<file path="src/rtl/core/dqne_pkg.sv">
// Package for the DNS query name encoder.
// Holds sizes, register indexes, reset values and packet constants.
// No dependencies; compile first.
package dqne_pkg;

    localparam int LABEL_MAX = 32;
    localparam int CNT_W     = 6;
    localparam int ADDR_W    = (LABEL_MAX > 1) ? $clog2(LABEL_MAX) : 1;

    localparam int CFG_IDX_W  = 2;
    localparam int CFG_DATA_W = 16;

    localparam logic [CFG_IDX_W-1:0] CFG_QUERY_ID     = 2'd0;
    localparam logic [CFG_IDX_W-1:0] CFG_HEADER_FLAGS = 2'd1;
    localparam logic [CFG_IDX_W-1:0] CFG_QTYPE        = 2'd2;
    localparam logic [CFG_IDX_W-1:0] CFG_QCLASS       = 2'd3;

    localparam logic [15:0] RST_QUERY_ID     = 16'h5D3F;
    localparam logic [15:0] RST_HEADER_FLAGS = 16'h0100;
    localparam logic [15:0] RST_QTYPE        = 16'd16;
    localparam logic [15:0] RST_QCLASS       = 16'd1;

    localparam logic [7:0] DOT_CHAR = 8'h2E;

    // Header byte positions, 12 bytes in all.
    localparam logic [3:0] HDR_ID_HI    = 4'd0;
    localparam logic [3:0] HDR_ID_LO    = 4'd1;
    localparam logic [3:0] HDR_FLAGS_HI = 4'd2;
    localparam logic [3:0] HDR_FLAGS_LO = 4'd3;
    localparam logic [3:0] HDR_QDCNT_LO = 4'd5;
    localparam logic [3:0] HDR_LAST     = 4'd11;

    // Trailer byte positions after the last label.
    localparam logic [2:0] TL_ZERO     = 3'd0;
    localparam logic [2:0] TL_TYPE_HI  = 3'd1;
    localparam logic [2:0] TL_TYPE_LO  = 3'd2;
    localparam logic [2:0] TL_CLASS_HI = 3'd3;
    localparam logic [2:0] TL_CLASS_LO = 3'd4;

endpackage

</file>
<file path="src/rtl/core/dqne_in_if.sv">
// Input channel of the DNS query name encoder: one name character per word.
// Depends on nothing.
interface dqne_in_if;
    logic       valid;
    logic       ready;
    logic [7:0] name_char;
    logic       end_of_name;

    modport source (output valid, output name_char, output end_of_name, input ready);
    modport sink   (input valid, input name_char, input end_of_name, output ready);
endinterface

</file>
<file path="src/rtl/core/dqne_out_if.sv">
// Output channel of the DNS query name encoder: one packet byte per word.
// Depends on nothing.
interface dqne_out_if;
    logic       valid;
    logic       ready;
    logic [7:0] packet_byte;
    logic       last_byte;
    logic       label_truncated;

    modport source (output valid, output packet_byte, output last_byte,
                    output label_truncated, input ready);
    modport sink   (input valid, input packet_byte, input last_byte,
                    input label_truncated, output ready);
endinterface

</file>
<file path="src/rtl/core/dqne_ram.sv">
// Generic single-write, single-read synchronous RAM with registered read data.
// Read data holds when no read is issued. No dependencies.
module dqne_ram #(
    parameter int WIDTH = 8,
    parameter int DEPTH = 32,
    parameter int AW    = (DEPTH > 1) ? $clog2(DEPTH) : 1
) (
    input  logic             clk,
    input  logic             wr_en,
    input  logic [AW-1:0]    wr_addr,
    input  logic [WIDTH-1:0] wr_data,
    input  logic             rd_en,
    input  logic [AW-1:0]    rd_addr,
    output logic [WIDTH-1:0] rd_data
);

    logic [WIDTH-1:0] mem [DEPTH];

    always_ff @(posedge clk)
    begin
        if (wr_en)
        begin
            mem[wr_addr] <= wr_data;
        end
        if (rd_en)
        begin
            rd_data <= mem[rd_addr];
        end
    end

endmodule

</file>
<file path="src/rtl/core/dns_query_name_encoder.sv">
// DNS query name encoder, top level. Uses dqne_pkg, dqne_in_if, dqne_out_if
// and dqne_ram.
//
// Feed a dotted name one character per word and finish it with a word that
// has end_of_name set; the block streams out a DNS query packet one byte per
// word. The first word of a name produces the 12-byte header (query_id,
// header_flags, question count 1, three zero counts). Each '.' or the end
// word closes a label, sent as its length byte and its characters; the end
// word then adds a zero byte, the query type word and the query class word,
// with last_byte set on the final class byte. Characters past LABEL_MAX are
// dropped and the label's bytes carry label_truncated. A plain character
// is written straight into the label RAM when it is accepted; if it is
// the first word of a name, the 12 header bytes go out before the next
// word is taken. A closing word emits 12 header bytes if it starts a name,
// the length byte and the label's characters, and 5 trailer bytes if it
// ends the name. The output register sends one byte per cycle while the
// receiver holds ready high and stalls while it holds ready low; the
// single read port of the label RAM is read one entry ahead of the output.
// Input is not taken while bytes are being emitted. Write configuration
// only while the block is idle.
module dns_query_name_encoder (
    input  logic                               clk,
    input  logic                               rst_n,
    dqne_in_if.sink                            name_in,
    dqne_out_if.source                         pkt_out,
    input  logic                               cfg_we,
    input  logic [dqne_pkg::CFG_IDX_W-1:0]     cfg_index,
    input  logic [dqne_pkg::CFG_DATA_W-1:0]    cfg_data
);
    import dqne_pkg::*;

    typedef enum logic [2:0] {
        ST_IDLE,
        ST_HDR,
        ST_LEN,
        ST_DATA,
        ST_TAIL
    } state_t;

    // Configuration registers.
    logic [15:0] query_id_reg;
    logic [15:0] header_flags_reg;
    logic [15:0] qtype_reg;
    logic [15:0] qclass_reg;

    // Sequencer state.
    state_t           state_reg,    state_next;
    logic [3:0]       hdr_idx_reg,  hdr_idx_next;
    logic [2:0]       tail_idx_reg, tail_idx_next;
    logic [CNT_W-1:0] rd_idx_reg,   rd_idx_next;
    logic [CNT_W-1:0] count_reg,    count_next;
    logic             overflow_reg, overflow_next;
    logic             started_reg,  started_next;
    logic             pend_close_reg, pend_close_next;
    logic             pend_end_reg,   pend_end_next;

    // Output register.
    logic       out_valid_reg, out_valid_next;
    logic [7:0] out_byte_reg,  out_byte_next;
    logic       out_last_reg,  out_last_next;
    logic       out_trunc_reg, out_trunc_next;

    // Label RAM ports.
    logic              ram_we;
    logic [ADDR_W-1:0] ram_waddr;
    logic              ram_re;
    logic [ADDR_W-1:0] ram_raddr;
    logic [7:0]        ram_rdata;

    logic accept;
    logic is_close;
    logic can_load;
    logic has_room;

    assign name_in.ready = (state_reg == ST_IDLE);
    assign accept        = name_in.valid && name_in.ready;
    assign is_close      = name_in.end_of_name || (name_in.name_char == DOT_CHAR);
    assign has_room      = (count_reg < CNT_W'(LABEL_MAX));
    // Load the output register when it is empty or its word leaves this cycle.
    assign can_load      = !out_valid_reg || pkt_out.ready;

    assign pkt_out.valid           = out_valid_reg;
    assign pkt_out.packet_byte     = out_byte_reg;
    assign pkt_out.last_byte       = out_last_reg;
    assign pkt_out.label_truncated = out_trunc_reg;

    // Characters go into the RAM at accept time; reads happen only while
    // emitting, when no word is accepted, so the two ports never collide.
    assign ram_we    = accept && !is_close && has_room;
    assign ram_waddr = count_reg[ADDR_W-1:0];

    dqne_ram #(
        .WIDTH (8),
        .DEPTH (LABEL_MAX)
    ) u_label_ram (
        .clk     (clk),
        .wr_en   (ram_we),
        .wr_addr (ram_waddr),
        .wr_data (name_in.name_char),
        .rd_en   (ram_re),
        .rd_addr (ram_raddr),
        .rd_data (ram_rdata)
    );

    always_comb
    begin
        state_next      = state_reg;
        hdr_idx_next    = hdr_idx_reg;
        tail_idx_next   = tail_idx_reg;
        rd_idx_next     = rd_idx_reg;
        count_next      = count_reg;
        overflow_next   = overflow_reg;
        started_next    = started_reg;
        pend_close_next = pend_close_reg;
        pend_end_next   = pend_end_reg;
        out_valid_next  = out_valid_reg && !pkt_out.ready;
        out_byte_next   = out_byte_reg;
        out_last_next   = out_last_reg;
        out_trunc_next  = out_trunc_reg;
        ram_re          = 1'b0;
        ram_raddr       = '0;

        case (state_reg)
            ST_IDLE:
            begin
                if (accept)
                begin
                    pend_close_next = is_close;
                    pend_end_next   = name_in.end_of_name;
                    started_next    = 1'b1;
                    hdr_idx_next    = '0;
                    if (!is_close)
                    begin
                        if (has_room)
                        begin
                            count_next = count_reg + 1'b1;
                        end
                        else
                        begin
                            overflow_next = 1'b1;
                        end
                    end
                    if (!started_reg)
                    begin
                        state_next = ST_HDR;
                    end
                    else if (is_close)
                    begin
                        state_next = ST_LEN;
                    end
                end
            end

            ST_HDR:
            begin
                if (can_load)
                begin
                    out_valid_next = 1'b1;
                    out_last_next  = 1'b0;
                    out_trunc_next = 1'b0;
                    case (hdr_idx_reg)
                        HDR_ID_HI:    out_byte_next = query_id_reg[15:8];
                        HDR_ID_LO:    out_byte_next = query_id_reg[7:0];
                        HDR_FLAGS_HI: out_byte_next = header_flags_reg[15:8];
                        HDR_FLAGS_LO: out_byte_next = header_flags_reg[7:0];
                        HDR_QDCNT_LO: out_byte_next = 8'd1;
                        default:      out_byte_next = 8'd0;
                    endcase
                    hdr_idx_next = hdr_idx_reg + 1'b1;
                    if (hdr_idx_reg == HDR_LAST)
                    begin
                        state_next = pend_close_reg ? ST_LEN : ST_IDLE;
                    end
                end
            end

            ST_LEN:
            begin
                if (can_load)
                begin
                    out_valid_next = 1'b1;
                    out_byte_next  = 8'(count_reg);
                    out_last_next  = 1'b0;
                    out_trunc_next = overflow_reg;
                    rd_idx_next    = '0;
                    tail_idx_next  = '0;
                    if (count_reg != '0)
                    begin
                        // Fetch the first character from the RAM while the length byte is loaded.
                        ram_re     = 1'b1;
                        ram_raddr  = '0;
                        state_next = ST_DATA;
                    end
                    else
                    begin
                        overflow_next = 1'b0;
                        state_next    = pend_end_reg ? ST_TAIL : ST_IDLE;
                    end
                end
            end

            ST_DATA:
            begin
                if (can_load)
                begin
                    out_valid_next = 1'b1;
                    out_byte_next  = ram_rdata;
                    out_last_next  = 1'b0;
                    out_trunc_next = overflow_reg;
                    if (rd_idx_reg + 1'b1 < count_reg)
                    begin
                        ram_re      = 1'b1;
                        ram_raddr   = ADDR_W'(rd_idx_reg + 1'b1);
                        rd_idx_next = rd_idx_reg + 1'b1;
                    end
                    else
                    begin
                        count_next    = '0;
                        overflow_next = 1'b0;
                        state_next    = pend_end_reg ? ST_TAIL : ST_IDLE;
                    end
                end
            end

            ST_TAIL:
            begin
                if (can_load)
                begin
                    out_valid_next = 1'b1;
                    out_trunc_next = 1'b0;
                    out_last_next  = (tail_idx_reg == TL_CLASS_LO);
                    case (tail_idx_reg)
                        TL_TYPE_HI:  out_byte_next = qtype_reg[15:8];
                        TL_TYPE_LO:  out_byte_next = qtype_reg[7:0];
                        TL_CLASS_HI: out_byte_next = qclass_reg[15:8];
                        TL_CLASS_LO: out_byte_next = qclass_reg[7:0];
                        default:     out_byte_next = 8'd0;
                    endcase
                    tail_idx_next = tail_idx_reg + 1'b1;
                    if (tail_idx_reg == TL_CLASS_LO)
                    begin
                        started_next = 1'b0;
                        state_next   = ST_IDLE;
                    end
                end
            end

            default:
            begin
                state_next = ST_IDLE;
            end
        endcase
    end

    always_ff @(posedge clk or negedge rst_n)
    begin
        if (!rst_n)
        begin
            state_reg      <= ST_IDLE;
            hdr_idx_reg    <= '0;
            tail_idx_reg   <= '0;
            rd_idx_reg     <= '0;
            count_reg      <= '0;
            overflow_reg   <= 1'b0;
            started_reg    <= 1'b0;
            pend_close_reg <= 1'b0;
            pend_end_reg   <= 1'b0;
            out_valid_reg  <= 1'b0;
        end
        else
        begin
            state_reg      <= state_next;
            hdr_idx_reg    <= hdr_idx_next;
            tail_idx_reg   <= tail_idx_next;
            rd_idx_reg     <= rd_idx_next;
            count_reg      <= count_next;
            overflow_reg   <= overflow_next;
            started_reg    <= started_next;
            pend_close_reg <= pend_close_next;
            pend_end_reg   <= pend_end_next;
            out_valid_reg  <= out_valid_next;
        end
    end

    // Output payload needs no reset.
    always_ff @(posedge clk)
    begin
        out_byte_reg  <= out_byte_next;
        out_last_reg  <= out_last_next;
        out_trunc_reg <= out_trunc_next;
    end

    // Configuration writes.
    always_ff @(posedge clk or negedge rst_n)
    begin
        if (!rst_n)
        begin
            query_id_reg     <= RST_QUERY_ID;
            header_flags_reg <= RST_HEADER_FLAGS;
            qtype_reg        <= RST_QTYPE;
            qclass_reg       <= RST_QCLASS;
        end
        else if (cfg_we)
        begin
            case (cfg_index)
                CFG_QUERY_ID:     query_id_reg     <= cfg_data;
                CFG_HEADER_FLAGS: header_flags_reg <= cfg_data;
                CFG_QTYPE:        qtype_reg        <= cfg_data;
                CFG_QCLASS:       qclass_reg       <= cfg_data;
                default:          ;
            endcase
        end
    end

endmodule
</file>
<file path="src/flat_wrapper.sv">
// flat-port wrapper written by rule: the top's interface ports become plain ports
module dns_query_name_encoder_flat import dqne_pkg::*;
  (clk, rst_n, cfg_we, cfg_index, cfg_data, name_in_valid, name_in_name_char, name_in_end_of_name, name_in_ready, pkt_out_valid, pkt_out_packet_byte, pkt_out_last_byte, pkt_out_label_truncated, pkt_out_ready);
  dqne_in_if name_in_i ();
  dqne_out_if pkt_out_i ();
  input  logic clk;
  input  logic rst_n;
  input  logic cfg_we;
  input  logic [dqne_pkg::CFG_IDX_W-1:0] cfg_index;
  input  logic [dqne_pkg::CFG_DATA_W-1:0] cfg_data;
  input wire logic [$bits(name_in_i.valid)-1:0] name_in_valid;
  input wire logic [$bits(name_in_i.name_char)-1:0] name_in_name_char;
  input wire logic [$bits(name_in_i.end_of_name)-1:0] name_in_end_of_name;
  output wire logic [$bits(name_in_i.ready)-1:0] name_in_ready;
  output wire logic [$bits(pkt_out_i.valid)-1:0] pkt_out_valid;
  output wire logic [$bits(pkt_out_i.packet_byte)-1:0] pkt_out_packet_byte;
  output wire logic [$bits(pkt_out_i.last_byte)-1:0] pkt_out_last_byte;
  output wire logic [$bits(pkt_out_i.label_truncated)-1:0] pkt_out_label_truncated;
  input wire logic [$bits(pkt_out_i.ready)-1:0] pkt_out_ready;
  assign name_in_i.valid = name_in_valid;
  assign name_in_i.name_char = name_in_name_char;
  assign name_in_i.end_of_name = name_in_end_of_name;
  assign name_in_ready = name_in_i.ready;
  assign pkt_out_valid = pkt_out_i.valid;
  assign pkt_out_packet_byte = pkt_out_i.packet_byte;
  assign pkt_out_last_byte = pkt_out_i.last_byte;
  assign pkt_out_label_truncated = pkt_out_i.label_truncated;
  assign pkt_out_i.ready = pkt_out_ready;
  dns_query_name_encoder u_core (.clk(clk), .rst_n(rst_n), .name_in(name_in_i), .pkt_out(pkt_out_i), .cfg_we(cfg_we), .cfg_index(cfg_index), .cfg_data(cfg_data));
endmodule
</file>
<file path="config.mk">
export PLATFORM = sky130hd
export DESIGN_NAME = dns_query_name_encoder_flat
export DESIGN_NICKNAME = d
export VERILOG_FILES = /design/src/rtl/core/dqne_pkg.sv /design/src/rtl/core/dqne_in_if.sv /design/src/rtl/core/dqne_out_if.sv /design/src/rtl/core/dqne_ram.sv /design/src/rtl/core/dns_query_name_encoder.sv /design/src/flat_wrapper.sv
export SDC_FILE = /design/constraint.sdc
export NUM_CORES = 1
export LEC_CHECK = 0
export ABC_AREA = 1
export BUFFER_PORTS_ARGS = -buffer_cell sky130_fd_sc_hd__buf_2
export CAP_MARGIN = 20
export CORE_UTILIZATION = 25
export CTS_CLUSTER_SIZE = 8
export DETAILED_ROUTE_END_ITERATION = 8
export SETUP_SLACK_MARGIN = 0.1
export SLEW_MARGIN = 20
export SYNTH_ARGS = -nofsm -noshare
export SYNTH_HDL_FRONTEND = slang
export SYNTH_SLANG_ARGS = --single-unit
</file>
<file path="constraint.sdc">
create_clock -name clk -period 6.48 [get_ports clk]
set_clock_uncertainty 0.2 [all_clocks]
set_input_delay 1.944 -clock clk [delete_from_list [all_inputs] [get_ports clk]]
set_output_delay 1.944 -clock clk [all_outputs]
set_load 0.005 [all_outputs]
</file>
# Word-level counts from Yosys, hierarchy flattened
# Memories as Yosys holds them, arrays and structs flattened. A register that Yosys moved wholly into a read port is not among the register bits.
# Index checks and enable logic that the tools add are counted.
[totals]
ff_bits = 101
ramBits = 256
in_bits = 32
out_inout_bits = 12
wordCells = 165
mem_count = 1
[memory_table]
columns = ["name", "words", "word_bits", "read_ports", "rd_clocked_by_memory_dff", "wr", "line_no", "rtl"]
rows = [
  ["u_core.u_label_ram.mem", 32, 8, 1, 1, 1, "dqne_ram.sv:17", "logic [WIDTH-1:0] mem [DEPTH];"],
]
[op_classes]
addsub = 4
order_cmp = 2
n_eq_ne = 34
n_mux = 66
n_reduce_logical = 41
[ops]
columns = ["operator", "n"]
rows = [
  ["$pmux W8 S4", 2],
  ["$mux W6", 8],
  ["$mux W3", 14],
  ["$pmux W8 S5", 1],
  ["$mux W8", 4],
  ["$pmux W6 S2", 2],
  ["$mux W1", 21],
  ["$ne A2 B1 Y1 const B", 10],
  ["$mux W5", 3],
  ["$pmux W3 S5", 1],
  ["$reduce_bool A2 Y1", 7],
  ["$add A6 B1 Y6 const B", 2],
  ["$eq A3 B2 Y1 const B", 4],
  ["$ne A2 B2 Y1 const B", 6],
  ["$reduce_and A3 Y1", 4],
  ["$reduce_and A2 Y1", 5],
  ["$reduce_and A9 Y1", 1],
  ["$eq A4 B2 Y1 const B", 2],
  ["$eq A8 B6 Y1 const B", 1],
  ["$mux W4", 2],
  ["$pmux W1 S2", 4],
  ["$pmux W4 S2", 1],
  ["$reduce_and A4 Y1", 2],
  ["$reduce_and A8 Y1", 1],
  ["29 further kinds", 39],
]

# Logic depth before layout (Yosys ltp)
[depth]
word_depth = 7
mapped_depth = 20
depth_no_buf = 18

# Cells and area by module
# Synthesis repeated with hierarchy kept, for this count alone.
[hier_totals]
hier_cells = 1577
hier_area_um2 = 16070.4
[modules_own_cells]
columns = ["mod", "n_inst", "cells_each", "area_each_um2", "seq_area_each_um2"]
rows = [
  ["dqne_ram", 1, 922, 10866.7, 7927.6],
  ["dns_query_name_encoder", 1, 655, 5203.7, 2595.0],
]

# Worst setup path before layout
# No wires, ideal clock.
[synth_timing]
kind = "input to register"
start = "input port name_in_name_char[3]"
end = "memory u_core.u_label_ram.mem[29][0], enable pin"
setup_time_ns = 0.370
arrival_time_ns = 3.075
required_time_ns = 5.910
path_slack_ns = 2.835
cell_stages = 9
n_path_buf = 0
path_cell_list = "nand2_1 -> nor3_1 -> nand4_1 -> nand2_1 -> nor2_1 -> inv_1 -> nor2_2 -> nand2_1 -> nor2_1"
[synth_via]
elab_chain_cells = 7
[synth_lines]
columns = ["element", "line_no", "rtl"]
rows = [
  ["start, declared", "flat_wrapper.sv:12", "input wire logic [$bits(name_in_i.name_char)-1:0] name_in_name_char;"],
  ["$eq A8 B6 Y1", "dns_query_name_encoder.sv:77", "assign is_close = name_in.end_of_name || (name_in.name_char == DOT_CHAR);"],
  ["$logic_or A1 B1 Y1", "dns_query_name_encoder.sv:77", ""],
  ["$logic_not A1 Y1", "dns_query_name_encoder.sv:89", "assign ram_we = accept && !is_close && has_room;"],
  ["$logic_and A1 B1 Y1 (2 in series)", "dns_query_name_encoder.sv:89", ""],
  ["$mux W1", "dqne_ram.sv:21", "if (wr_en)"],
  ["$mux W1 (not written as such)", "dqne_ram.sv:23", "mem[wr_addr] <= wr_data;"],
  ["end, declared", "dqne_ram.sv:17", ""],
]
# Every way passes these cells.

# Worst setup path after layout
[layout_timing]
start = "input port name_in_name_char[3]"
end = "memory u_core.u_label_ram.mem[1][0], enable pin"
# The elaborated chain is that of the path after synthesis.

==> impl_metrics.tcl <==
set metrics [dict create \
    outcome "finished clean" \
    drive_gt1_share_pct 8.63 \
    grtUsageTotal_pct 13.6 \
    cts_tree "yes" \
    wl_per_cell_um 17.7 \
    cts.sinks 365 \
    yosys_warnings 0 \
    die_w_um 262 \
    p_per_area_mw_per_mm2 359 \
    drc 0 \
    min_path_type "reg -> reg" \
    postCtsSetupRepairBufs 0 \
    fp-row-count 94 \
    synth_edf_count 274 \
    end_kind "flip-flop" \
    ys_types 40 \
    hold_ws_ps 284 \
    min_from "u_core.qclass_reg[13]$_DFFE_PN0P_" \
    drv_slew 0 \
    cp.arrival_ps 4430 \
    p_sw_share_pct 33.4 \
    vias 12525 \
    wl_mm 46.6 \
    pwr-share-clk_pct 35.1 \
    insertion_delay_ps 580 \
    syn_area_per_cell_um2 9.72 \
    worstHoldPathCells 2 \
    yosysTopAreaCellShare_pct 48.8 \
    dpl_worst_slack_ps 1320 \
    antenna_left 0 \
    worstMarginPinSlew_ps 1010 \
    p_leak_nw 8.13 \
    synthTopCellsByArea "edfxtp_1 49%, dfrtp_1 11%, nand2_1 8.8%" \
    die_h_um 262 \
    period_share_pct 68.6 \
    avgViaCountPerCell 4.75 \
    start_kind "input pin" \
    synthCells 1734 \
    ys_ff_latch 365 \
    clockBufferDepth 3 \
    antenna_found_initial 1 \
    p_int_mw 4.61 \
    layout_common_cells "394 x nand2_1, 276 x inv_1, 274 x edfxtp_1" \
    crit_top_cell "nand2_1" \
    reg2reg_to "u_core.u_label_ram.rd_data[0]$_DFFE_PP_" \
    maxCapViolCount 0 \
    fin_setup_tns_ps 0 \
    hold_violations 0 \
    drt-pass1-iter-count 6 \
    drt_iter0_markers 1506 \
    overflow 0 \
    post-dp-hpwl_mm 29.3 \
    finalSetupViolCount 0 \
    start_util_pct 25.4 \
    synth_ff_type "edfxtp_1" \
    dieArea_mm2 0.0684 \
    cp_max_fo 8 \
    cts_made_buffers 51 \
    largest_register "u_core.u_label_ram.mem" \
    slew_headroom_pct 32.3 \
    htreeDepth 2 \
    postCtsHoldBufs 0 \
    grt_pass1_vias 12352 \
    async_flop_share_pct 24.9 \
    cpPeakStageDelay_ps 800 \
    finalNetCount 1807 \
    seq_area_frac_synth_pct 62.5 \
    r2r_cells 19 \
    max_freq_mhz 225 \
    syn_nets 1785 \
    p_comb_share_pct 23.0 \
    port_buffers 43 \
    path_class "in -> reg" \
    pwr-share-seq_pct 41.8 \
    setup.worst_path.start "name_in_name_char[3]" \
    coreArea_mm2 0.0662 \
    required_ps 6470 \
    routabilityCongestion 0.851 \
    switchingPower_mw 2.31 \
    io_pins 44 \
    setup_ws_ps 2030 \
    ir_drop_v 0.000280 \
    grt_pass1_wl_mm 72.3 \
    cts_resized 0 \
    netlist_area_mm2 0.0168 \
    rsz0062_at_grt "false" \
    cts_root_buffer "clkbuf_16" \
    final_common_cell "nand2_1" \
    area_growth_pct 14.5 \
    period_needed_ps 4450 \
    cp_cell_sequence "buf_2 > nand2_1 > nor3_1 > nand4_1 > nand2_1 > nor2_1 > inv_1 > nor2_2 > nand2_1 > nor2_1" \
    grt_max_degree 129 \
    slowest_stage "nor2_1" \
    synth_top_cell_by_area "edfxtp_1" \
    timing.rr.start "u_core.rd_idx_reg[0]$_DFFE_PN0P_" \
    hold_end "u_core.qclass_reg[13]$_DFFE_PN0P_" \
    largest_register_ffs 256 \
    clk_pin_slew_ps 50 \
    regToRegSetupSlack_ps 2040 \
]
[how the worst max path moves through the flow]
| stage | end | cells after the start |
|---|---|---|
| floorplan | u_core.u_label_ram.mem[29][0]$_DFFE_PP_ | 9 |
| global placement | u_core.u_label_ram.mem[5][1]$_DFFE_PP_ | 10 |
| detailed placement | u_core.u_label_ram.mem[1][2]$_DFFE_PP_ | 10 |
| CTS | u_core.u_label_ram.mem[1][7]$_DFFE_PP_ | 10 |
| global route | u_core.u_label_ram.rd_data[7]$_DFFE_PP_ | 19 |
| finish | u_core.u_label_ram.mem[1][0]$_DFFE_PP_ | 10 |
[Yosys cell counts (2+ instances only)]
| cell | instances |
|---|---|
| nand2_1 | 395 |
| inv_1 | 276 |
| edfxtp_1 | 274 |
| nand3_1 | 272 |
| nand4_1 | 95 |
| o21ai_0 | 86 |
| dfrtp_1 | 77 |
| nor2_1 | 65 |
| buf_2 | 40 |
| clkbuf_1 | 40 |
| ha_1 | 19 |
| dfstp_2 | 14 |
| a21oi_1 | 9 |
| a22oi_1 | 7 |
| nor2_2 | 7 |
| buf_6 | 6 |
| inv_2 | 6 |
| a221oi_1 | 5 |
| buf_4 | 5 |
| o221ai_1 | 5 |
| xor2_1 | 5 |
| nor3_1 | 4 |
| a32o_1 | 2 |
| buf_1 | 2 |
| nand2_2 | 2 |
| o2111ai_1 | 2 |
[kinds of logic (layout without fill, tap and decap cells)]
| logic type | Yosys count | in the layout | synth area share (%) |
|---|---|---|---|
| AND/OR/NAND/NOR | 844 | 844 | 22.6 |
| XOR/XNOR | 5 | 5 | 0.260 |
| other | 0 | 1 | 0 |
| AO/OA/AOI/OAI | 124 | 124 | 4.23 |
| flip-flops | 365 | 365 | 62.5 |
| adder cells (fa/ha/maj) | 19 | 19 | 1.41 |
| buffers and inverters | 377 | 415 | 9.08 |
[per-layer routing]
layer | track usage, % | wire length, um | vias up | share of wire, %
met5 | 0 | 0 | - | 0
met4 | 3.83 | 1030 | 0 | 2.2
met3 | 3.54 | 4250 | 84 | 9.1
met2 | 19.9 | 19800 | 572 | 43
met1 | 19.7 | 21500 | 6030 | 46
li1 | - | - | 5839 | -
[cell type report]
class,instances,area (um^2)
antenna,1,2.50
fill,6914,46900
multi-input combinational,992,4830
tap,864,1080
timing repair buffer,62,373
clock inverter,2,50.0
sequential,365,10500
clock buffer,67,1370
inverter,284,1070
[power groups by stage]
stage	combinational, mW	sequential, mW	clock, mW
2_1_floorplan	1.09	2.87	0
3_3_place_gp	1.56	2.92	0
3_5_place_dp	1.58	2.93	0
4_1_cts	1.58	2.89	2.48
5_1_grt	1.76	2.91	2.58
6_report	1.59	2.90	2.43
[critical path: cells and delay by family]
family | cells | cell delay, ps
simple gates | 8 | 2210
buf+inv | 2 | 270
[stage by stage]
stage / cell area [um^2] / utilization (%) / cells / power [mW]
3_5_place_dp: 17900 / 27.0 / 2567 / 4.51
4_1_cts: 19300 / 29.1 / 2636 / 6.95
6_report: 19300 / 29.1 / 2637 / 6.92
5_1_grt: 19300 / 29.1 / 2636 / 7.26
2_1_floorplan: 16800 / - / 1734 / 3.96
3_3_place_gp: 17900 / 27.0 / 2567 / 4.48
Power figures use the tool's default switching activity.
